## src/hdl/stream_find_replace_defines.svh

```systemverilog
// Assertion macros for the stream find-and-replace block.
// Included by the modules that carry concurrent checks; no other dependencies.
`ifndef STREAM_FIND_REPLACE_DEFINES_SVH
`define STREAM_FIND_REPLACE_DEFINES_SVH

`ifndef ASSERT_OFF

`define SFR_ASSERT(lbl, clk, rst_n, prop, msg) \
  lbl: assert property (@(posedge clk) disable iff (!rst_n) prop) else $error(msg);

`define SFR_ASSERT_IMPL(lbl, clk, rst_n, ante, cons, msg) \
  lbl: assert property (@(posedge clk) disable iff (!rst_n) (ante) |-> (cons)) else $error(msg);

`define SFR_ASSERT_NEXT(lbl, clk, rst_n, ante, cons, msg) \
  lbl: assert property (@(posedge clk) disable iff (!rst_n) (ante) |=> (cons)) else $error(msg);

`else

`define SFR_ASSERT(lbl, clk, rst_n, prop, msg)
`define SFR_ASSERT_IMPL(lbl, clk, rst_n, ante, cons, msg)
`define SFR_ASSERT_NEXT(lbl, clk, rst_n, ante, cons, msg)

`endif

`endif

```

## src/hdl/sfr_pkg.sv

```systemverilog
// Shared types and constants for the stream find-and-replace block.
// Used by the controller, the datapath and the top level; no dependencies.
package sfr_pkg;

  localparam int MAX_WORD   = 8;
  localparam int IDX_W      = $clog2(MAX_WORD);
  localparam int LEN_W      = 4;
  localparam int BYTE_W     = 8;
  localparam int WORD_W     = MAX_WORD * BYTE_W;
  localparam int CFG_ADDR_W = 2;

  localparam logic [CFG_ADDR_W-1:0] REG_SEARCH_WORD    = 2'd0;
  localparam logic [CFG_ADDR_W-1:0] REG_SEARCH_LENGTH  = 2'd1;
  localparam logic [CFG_ADDR_W-1:0] REG_REPLACE_WORD   = 2'd2;
  localparam logic [CFG_ADDR_W-1:0] REG_REPLACE_LENGTH = 2'd3;

  typedef struct packed {
    logic [BYTE_W-1:0] in_byte;
    logic              segment_end;
  } sfr_in_t;

  typedef struct packed {
    logic [BYTE_W-1:0] out_byte;
    logic              byte_valid;
    logic              run_last;
    logic              line_done;
  } sfr_out_t;

  typedef enum logic [1:0] {
    ST_IDLE,
    ST_DECIDE,
    ST_REP,
    ST_POP
  } sfr_state_t;

  typedef struct packed {
    logic append;
    logic pop;
    logic rep;
    logic marker;
    logic clear_fill;
    logic clear_cnt;
    logic last;
    logic done;
  } sfr_cmd_t;

  typedef struct packed {
    logic fill_gt;
    logic fill_eq;
    logic match;
    logic rlen_zero;
    logic seg;
    logic fill_one;
    logic rep_last;
    logic out_free;
  } sfr_stat_t;

endpackage

```

## src/hdl/sfr_datapath.sv

```systemverilog
// Window shift register, pattern compare, config registers and output register.
// Depends on sfr_pkg and stream_find_replace_defines.svh.
`include "stream_find_replace_defines.svh"

module sfr_datapath
  import sfr_pkg::*;
(
  input  logic                  clk,
  input  logic                  rst_n,
  input  logic                  cfg_we,
  input  logic [CFG_ADDR_W-1:0] cfg_addr,
  input  logic [WORD_W-1:0]     cfg_wdata,
  input  sfr_in_t               in_data,
  input  logic                  out_stall,
  output logic                  out_valid,
  output sfr_out_t              out_data,
  input  sfr_cmd_t              cmd,
  output sfr_stat_t             stat
);

  logic [WORD_W-1:0] search_word_r;
  logic [LEN_W-1:0]  search_length_r;
  logic [WORD_W-1:0] replace_word_r;
  logic [LEN_W-1:0]  replace_length_r;

  logic [BYTE_W-1:0] win_r   [MAX_WORD];
  logic [BYTE_W-1:0] win_nxt [MAX_WORD];
  logic [LEN_W-1:0]  fill_r, fill_nxt;
  logic              seg_r;
  logic [IDX_W-1:0]  cnt_r, cnt_nxt;
  logic              out_valid_r, out_valid_nxt;
  sfr_out_t          out_item_r, out_item_nxt;

  logic [LEN_W-1:0]  slen, rlen;
  logic [MAX_WORD-1:0] byte_hit;
  logic [BYTE_W-1:0] rep_byte;
  logic              out_free;
  logic              emit;

  always_ff @(posedge clk) begin
    if (!rst_n) begin
      search_word_r    <= '0;
      search_length_r  <= LEN_W'(1);
      replace_word_r   <= '0;
      replace_length_r <= '0;
    end else if (cfg_we) begin
      unique case (cfg_addr)
        REG_SEARCH_WORD:    search_word_r    <= cfg_wdata;
        REG_SEARCH_LENGTH:  search_length_r  <= cfg_wdata[LEN_W-1:0];
        REG_REPLACE_WORD:   replace_word_r   <= cfg_wdata;
        REG_REPLACE_LENGTH: replace_length_r <= cfg_wdata[LEN_W-1:0];
        default: ;
      endcase
    end
  end

  always_comb begin
    if (search_length_r == '0) begin
      slen = LEN_W'(1);
    end else if (search_length_r > LEN_W'(MAX_WORD)) begin
      slen = LEN_W'(MAX_WORD);
    end else begin
      slen = search_length_r;
    end
    rlen = (replace_length_r > LEN_W'(MAX_WORD)) ? LEN_W'(MAX_WORD) : replace_length_r;
  end

  always_comb begin
    for (int i = 0; i < MAX_WORD; i++) begin
      byte_hit[i] = (win_r[i] == search_word_r[i*BYTE_W +: BYTE_W]) || (LEN_W'(i) >= slen);
    end
  end

  assign rep_byte = replace_word_r[{cnt_r, 3'b000} +: BYTE_W];
  assign out_free = !out_valid_r || !out_stall;
  assign emit     = cmd.pop || cmd.rep || cmd.marker;

  always_comb begin
    stat.fill_gt   = fill_r > slen;
    stat.fill_eq   = fill_r == slen;
    stat.match     = &byte_hit;
    stat.rlen_zero = rlen == '0;
    stat.seg       = seg_r;
    stat.fill_one  = fill_r == LEN_W'(1);
    stat.rep_last  = (LEN_W'(cnt_r) + LEN_W'(1)) == rlen;
    stat.out_free  = out_free;
  end

  always_comb begin
    win_nxt  = win_r;
    fill_nxt = fill_r;
    cnt_nxt  = cnt_r;
    if (cmd.append) begin
      win_nxt[fill_r[IDX_W-1:0]] = in_data.in_byte;
      fill_nxt = fill_r + LEN_W'(1);
    end else if (cmd.pop) begin
      for (int i = 0; i < MAX_WORD - 1; i++) begin
        win_nxt[i] = win_r[i+1];
      end
      fill_nxt = fill_r - LEN_W'(1);
    end else if (cmd.clear_fill) begin
      fill_nxt = '0;
    end
    if (cmd.clear_cnt) begin
      cnt_nxt = '0;
    end else if (cmd.rep) begin
      cnt_nxt = cnt_r + IDX_W'(1);
    end
  end

  always_comb begin
    out_item_nxt  = out_item_r;
    out_valid_nxt = out_valid_r && out_stall;
    if (emit) begin
      out_valid_nxt           = 1'b1;
      out_item_nxt.run_last   = cmd.last;
      out_item_nxt.line_done  = cmd.done;
      out_item_nxt.byte_valid = !cmd.marker;
      if (cmd.pop) begin
        out_item_nxt.out_byte = win_r[0];
      end else if (cmd.rep) begin
        out_item_nxt.out_byte = rep_byte;
      end else begin
        out_item_nxt.out_byte = '0;
      end
    end
  end

  always_ff @(posedge clk) begin
    win_r      <= win_nxt;
    out_item_r <= out_item_nxt;
    if (cmd.append) begin
      seg_r <= in_data.segment_end;
    end
  end

  always_ff @(posedge clk) begin
    if (!rst_n) begin
      fill_r      <= '0;
      cnt_r       <= '0;
      out_valid_r <= 1'b0;
    end else begin
      fill_r      <= fill_nxt;
      cnt_r       <= cnt_nxt;
      out_valid_r <= out_valid_nxt;
    end
  end

  assign out_valid = out_valid_r;
  assign out_data  = out_item_r;

  `SFR_ASSERT(a_fill_bound, clk, rst_n, fill_r <= LEN_W'(MAX_WORD), "window fill out of range")
  `SFR_ASSERT_IMPL(a_marker_flags, clk, rst_n, out_valid_r && !out_item_r.byte_valid, out_item_r.run_last && out_item_r.line_done, "end marker without last flags")
  `SFR_ASSERT_NEXT(a_pop_dec, clk, rst_n, cmd.pop, fill_r == $past(fill_r) - LEN_W'(1), "pop did not shrink window")

endmodule

```

## src/hdl/sfr_ctrl.sv

```systemverilog
// Sequencer for the stream find-and-replace block: accept, decide, emit.
// Depends on sfr_pkg and stream_find_replace_defines.svh.
`include "stream_find_replace_defines.svh"

module sfr_ctrl
  import sfr_pkg::*;
(
  input  logic      clk,
  input  logic      rst_n,
  input  logic      in_valid,
  output logic      in_stall,
  input  sfr_stat_t stat,
  output sfr_cmd_t  cmd
);

  sfr_state_t state_r, state_nxt;

  always_ff @(posedge clk) begin
    if (!rst_n) begin
      state_r <= ST_IDLE;
    end else begin
      state_r <= state_nxt;
    end
  end

  always_comb begin
    cmd       = '0;
    state_nxt = state_r;
    in_stall  = state_r != ST_IDLE;
    unique case (state_r)
      ST_IDLE: begin
        if (in_valid) begin
          cmd.append = 1'b1;
          state_nxt  = ST_DECIDE;
        end
      end
      ST_DECIDE: begin
        if (stat.fill_gt || (stat.fill_eq && !stat.match)) begin
          if (stat.out_free) begin
            cmd.pop   = 1'b1;
            cmd.last  = !stat.seg || stat.fill_one;
            cmd.done  = stat.seg && stat.fill_one;
            state_nxt = (stat.seg && !stat.fill_one) ? ST_POP : ST_IDLE;
          end
        end else if (stat.fill_eq) begin
          if (!stat.rlen_zero) begin
            cmd.clear_fill = 1'b1;
            cmd.clear_cnt  = 1'b1;
            state_nxt      = ST_REP;
          end else if (stat.seg) begin
            if (stat.out_free) begin
              cmd.marker     = 1'b1;
              cmd.clear_fill = 1'b1;
              cmd.last       = 1'b1;
              cmd.done       = 1'b1;
              state_nxt      = ST_IDLE;
            end
          end else begin
            cmd.clear_fill = 1'b1;
            state_nxt      = ST_IDLE;
          end
        end else begin
          state_nxt = stat.seg ? ST_POP : ST_IDLE;
        end
      end
      ST_REP: begin
        if (stat.out_free) begin
          cmd.rep  = 1'b1;
          cmd.last = stat.rep_last;
          cmd.done = stat.seg && stat.rep_last;
          if (stat.rep_last) begin
            state_nxt = ST_IDLE;
          end
        end
      end
      ST_POP: begin
        if (stat.out_free) begin
          cmd.pop  = 1'b1;
          cmd.last = stat.fill_one;
          cmd.done = stat.fill_one;
          if (stat.fill_one) begin
            state_nxt = ST_IDLE;
          end
        end
      end
      default: state_nxt = ST_IDLE;
    endcase
  end

  `SFR_ASSERT_IMPL(a_emit_free, clk, rst_n, cmd.pop || cmd.rep || cmd.marker, stat.out_free, "emit while output register busy")
  `SFR_ASSERT_IMPL(a_flush_seg, clk, rst_n, state_r == ST_POP, stat.seg, "flush without segment end")
  `SFR_ASSERT_IMPL(a_done_last, clk, rst_n, cmd.done, cmd.last, "line end not marked last")

endmodule

```

## src/hdl/stream_find_replace.sv

```systemverilog
// Stream find-and-replace: replaces leftmost non-overlapping pattern matches.
// A result is registered from the decide state, or from the replacement or flush state when the
// decide state emits nothing (replacement burst, flush of a window shorter than the pattern).
// No new item is taken until the accept/decide sequencer is back in idle and the item's results,
// if any, have entered the one output register; out_stall holds the sequencer longer.
// Reset (rst_n low, synchronous): empty window, search length 1, other config registers 0.
module stream_find_replace
  import sfr_pkg::*;
(
  input  logic                  clk,
  input  logic                  rst_n,
  input  logic                  cfg_we,
  input  logic [CFG_ADDR_W-1:0] cfg_addr,
  input  logic [WORD_W-1:0]     cfg_wdata,
  input  logic                  in_valid,
  output logic                  in_stall,
  input  sfr_in_t               in_data,
  output logic                  out_valid,
  input  logic                  out_stall,
  output sfr_out_t              out_data
);

  sfr_cmd_t  cmd;
  sfr_stat_t stat;

  sfr_ctrl u_ctrl (
    .clk      (clk),
    .rst_n    (rst_n),
    .in_valid (in_valid),
    .in_stall (in_stall),
    .stat     (stat),
    .cmd      (cmd)
  );

  sfr_datapath u_datapath (
    .clk       (clk),
    .rst_n     (rst_n),
    .cfg_we    (cfg_we),
    .cfg_addr  (cfg_addr),
    .cfg_wdata (cfg_wdata),
    .in_data   (in_data),
    .out_stall (out_stall),
    .out_valid (out_valid),
    .out_data  (out_data),
    .cmd       (cmd),
    .stat      (stat)
  );

endmodule

```

## config.mk

```make
export PLATFORM = sky130hd
export DESIGN_NAME = stream_find_replace
export DESIGN_NICKNAME = d
export VERILOG_FILES = /design/src/hdl/sfr_pkg.sv /design/src/hdl/sfr_datapath.sv /design/src/hdl/sfr_ctrl.sv /design/src/hdl/stream_find_replace.sv
export VERILOG_INCLUDE_DIRS = /design/src /design/src/hdl
export SDC_FILE = /design/constraint.sdc
export NUM_CORES = 1
export LEC_CHECK = 0
export ABC_CLOCK_PERIOD_IN_PS = 3370
export BUFFER_PORTS_ARGS = -buffer_cell sky130_fd_sc_hd__buf_2
export CORE_ASPECT_RATIO = 0.7
export CORE_UTILIZATION = 37
export DETAILED_ROUTE_END_ITERATION = 6
export PLACE_DENSITY = 0.56
export SETUP_SLACK_MARGIN = 0.5
export SLEW_MARGIN = 5
export SYNTH_ARGS = -nofsm -noshare
export SYNTH_HDL_FRONTEND = slang
export SYNTH_HIERARCHICAL = 1
export SYNTH_SLANG_ARGS = --single-unit
```

## constraint.sdc

```tcl
create_clock -name clk -period 3.37 [get_ports clk]
set_clock_uncertainty 0.1 [all_clocks]
set_input_delay 0.337 -clock clk [delete_from_list [all_inputs] [get_ports clk]]
set_output_delay 0.337 -clock clk [all_outputs]
set_load 0.02 [all_outputs]
```

==> results.sh <==
export IMPL_drive_above_1_share=0.173
export IMPL_slew_headroom=0.0568
export IMPL_worst_pin_slew_ns=1.40
export IMPL_antenna_left=0
export IMPL_place_hpwl_um=22300
export IMPL_antenna_found_initial=1
export IMPL_cts_tree="done"
export IMPL_max_freq_mhz=327
export IMPL_crit_chain="xor2_1 > nor4_2 > a21oi_1 > o31ai_2 > nand4_1 > nor3_4 > nor2b_4 > nand3_4 > buf_4 > nor2_4 > nor3_4 > buf_6 > inv_6"
export IMPL_synth_area_um2=10400
export IMPL_antenna_cells=0
export IMPL_synth_seq_area_share=0.498
export IMPL_num_rows=51
export IMPL_cp_slowest_cell="edfxtp_1"
export IMPL_crit_path_end_kind="flip-flop"
export IMPL_register_area_um2=5200
export IMPL_slowest_delay_ns=0.41
export IMPL_initial_core_util=0.376
export IMPL_hold_viol=0
export IMPL_postRouteWirelength_um=31900
export IMPL_start_kind="flip-flop"
export IMPL_port_buffers=92
export IMPL_core_um2=27800
export IMPL_clock_latency_ns=0.51
export IMPL_grt_ovfl_total=0
export IMPL_final_nets=1370
export IMPL_crit_path_frequent_cell="nor3_4"
export IMPL_multi_input_area_um2=4980
export IMPL_path_clk_slew_ns=0.06
export IMPL_arrival_ns=3.18
export IMPL_grt_max_degree=75
export IMPL_min_path_type="input pin to flip-flop"
export IMPL_synth_edf_count=76
export IMPL_final_max_slew_viol_count=0
export IMPL_worst_slack_ns=0.307
export IMPL_instances_no_fill=1669
export IMPL_p_int_mw=5.84
export IMPL_power_mw=8.88
export IMPL_dieArea_um2=28900
export IMPL_wl_per_cell_um=19.1
export IMPL_setup_viol=0
export IMPL_syn_num_nets=1240
export IMPL_dr_pass1_iters=5
export IMPL_io_pins=93
export IMPL_avgSynthCellArea_um2=9.07
export IMPL_ir_drop_mv=0.403
export IMPL_p_comb_frac=0.308
export IMPL_yosys_warnings=6
export IMPL_layout_cells_most_common="nand2_1"
export IMPL_areaGrowthSynthToFinish_pct=22.6
export IMPL_grt_pass1_vias=8089
export IMPL_synth_cell_types=55
export IMPL_rrSetupSlack_ns=0.31
export IMPL_ys_ff_latch=222
export IMPL_grt_util_all_layers=0.219
export IMPL_cts_htree_levels=1
export IMPL_worstSetupPathType="flip-flop to flip-flop"
export IMPL_layout_common_cells="nand2_1 (337), dfxtp_1 (146), a21boi_1 (128)"
export IMPL_syn_inst=1152
export IMPL_drc=0
export IMPL_critPathRequiredTime_ns=3.49
export IMPL_outcome="completed"
export IMPL_dp_cells=1573
export IMPL_rsz0062_at_grt="yes"
export IMPL_p_sw_mw=3.04
export IMPL_globalplace_congestion=0.889
export IMPL_seqPwrFrac=0.424
export IMPL_leakage_nw=4.83
export IMPL_via_count=8516
export IMPL_die_h_um=143
export IMPL_cap_violations=0
export IMPL_cts_root_buffer="clkbuf_16"
export IMPL_ys_flop_type="dfxtp_1"
export IMPL_crit_fanout=6
export IMPL_grt_pass1_wl_um=48500
export IMPL_finalCriticalPeriod_ns=3.06
export IMPL_die_w_um=203
export IMPL_sw_frac_of_total=0.342
export IMPL_numCtsBuffers=23
export IMPL_clock_sinks=222
export IMPL_clock_path_buffers=3
export IMPL_setup_tns_ns=0
export IMPL_power_density_nw_per_um2=693
export IMPL_fill_cells=2694
export IMPL_via_per_inst=5.10
export IMPL_preCtsSetupSlack_ns=0.256
export IMPL_period_share=0.909
export IMPL_clockPowerShare=0.268
export IMPL_first_iter_violations=775
export IMPL_async_flop_share=0
power groups by stage:
stage	clock (mW)	sequential, mW	combinational, mW
2_1_floorplan	0	3.76	1.45
5_1_grt	2.52	3.81	2.98
6_report	2.38	3.77	2.73
4_1_cts	2.42	3.76	2.41
3_3_place_gp	0	3.81	2.18
3_5_place_dp	0	3.82	2.21
Yosys cell counts, types with 2 or more instances:
| cell | number | share of area |
|---|---|---|
| nand4_1 | 12 | 0.0072 |
| o311a_1 | 2 | 0.0019 |
| edfxtp_1 | 76 | 0.22 |
| nor4_2 | 2 | 0.0024 |
| mux2_1 | 16 | 0.017 |
| mux2i_1 | 10 | 0.0096 |
| clkbuf_1 | 37 | 0.013 |
| xor2_1 | 25 | 0.021 |
| mux4_2 | 8 | 0.017 |
| xnor2_1 | 44 | 0.037 |
| and3_1 | 3 | 0.0018 |
| a21boi_1 | 129 | 0.093 |
| nor4_1 | 8 | 0.0048 |
| dfxtp_1 | 146 | 0.28 |
| nand2b_1 | 10 | 0.0060 |
| o21ai_1 | 65 | 0.031 |
| o22ai_1 | 12 | 0.0072 |
| o31ai_1 | 8 | 0.0057 |
| nor2_1 | 31 | 0.011 |
| nand3_1 | 5 | 0.0024 |
| inv_1 | 66 | 0.024 |
| buf_1 | 2 | 0.00072 |
| buf_6 | 4 | 0.0043 |
| nor3_2 | 3 | 0.0029 |
| a31oi_1 | 2 | 0.0012 |
| buf_4 | 2 | 0.0014 |
| nand3b_1 | 2 | 0.0014 |
| nor2_2 | 2 | 0.0012 |
| a21oi_1 | 10 | 0.0048 |
| nor3_1 | 5 | 0.0024 |
| nor2b_1 | 12 | 0.0072 |
| buf_2 | 20 | 0.0096 |
| inv_2 | 3 | 0.0011 |
| nand2_1 | 339 | 0.12 |
| o21ai_0 | 2 | 0.00096 |
| nor3b_1 | 2 | 0.0014 |
| ha_1 | 8 | 0.0096 |
| a211oi_1 | 2 | 0.0014 |
final timing paths:
path                                  from                       endpoint  cells after the start
max                   u_datapath/win_r[46]         u_datapath/out_data[1]                     13
min                          cfg_wdata[50]   u_datapath/search_word_r[50]                      3
max reg2reg           u_datapath/win_r[46]         u_datapath/out_data[1]                     13
min reg2reg  u_datapath/replace_word_r[53]  u_datapath/replace_word_r[53]                      2
worst max-delay path: cells and delay by family, from the launching register on:
family                 cells  cell delay [ns]
AND/OR/NAND/NOR            7             1.31
buffers and inverters      3             0.41
flip-flops                 1             0.41
AO/OA/AOI/OAI              2             0.37
XOR/XNOR                   1             0.17
area by class of cell:
| class | instances | share of cell area |
|---|---|---|
| timing repair buffer | 169 | 0.0937 |
| clock buffer | 28 | 0.0488 |
| multi-input combinational | 796 | 0.389 |
| clock inverter | 13 | 0.00508 |
| inverter | 69 | 0.0206 |
| tap | 371 | 0.0362 |
| timing repair inverter | 1 | 0.000586 |
| sequential | 222 | 0.406 |
timing repair:
action / 4_1_cts / 5_1_grt
hold buffers: 43 / 0
endpoints found under the setup margin: 80 / 88
endpoints found under the hold margin: 74 / 0
cloned: 1 / 0
pin swaps: 2 / 18
buffers inserted: 5 / 6
resized for setup: 17 / 47
per-layer routing:
layer | GRT usage | share of wire
met1 | 0.342 | 0.50
met2 | 0.308 | 0.40
met3 | 0.0444 | 0.081
met4 | 0.0400 | 0.017
met5 | 0 | 0.00031
per-stage QoR:
step / hold slack [ns] / util / instance area [um^2]
floorplan: 0.331 / - / 10500
global placement: 0.338 / 0.407 / 11300
detailed placement: 0.343 / 0.407 / 11300
CTS: 0.000174 / 0.451 / 12500
global route: 0.00950 / 0.462 / 12800
finish: 0.0174 / 0.462 / 12800
kinds of logic after synthesis:
group	share of synthesized area
AO/OA/AOI/OAI	0.159
multiplexers	0.0441
adder cells (fa/ha/maj)	0.00958
XOR/XNOR	0.0578
AND/OR/NAND/NOR	0.177
flip-flops	0.498
buffers and inverters	0.0541
sequential cells by signal, summed over array words and instances (netlist names):
signal / cells
u_ctrl/state_r: 2
u_datapath/cnt_r: 3
u_datapath/fill_r: 4
u_datapath/out_data: 11
u_datapath/out_valid: 1
u_datapath/replace_length_r: 4
u_datapath/replace_word_r: 64
u_datapath/search_length_r: 4
u_datapath/search_word_r: 64
u_datapath/seg_r: 1
u_datapath/win_r: 64
No activity file was read; power rests on OpenSTA's default activity.
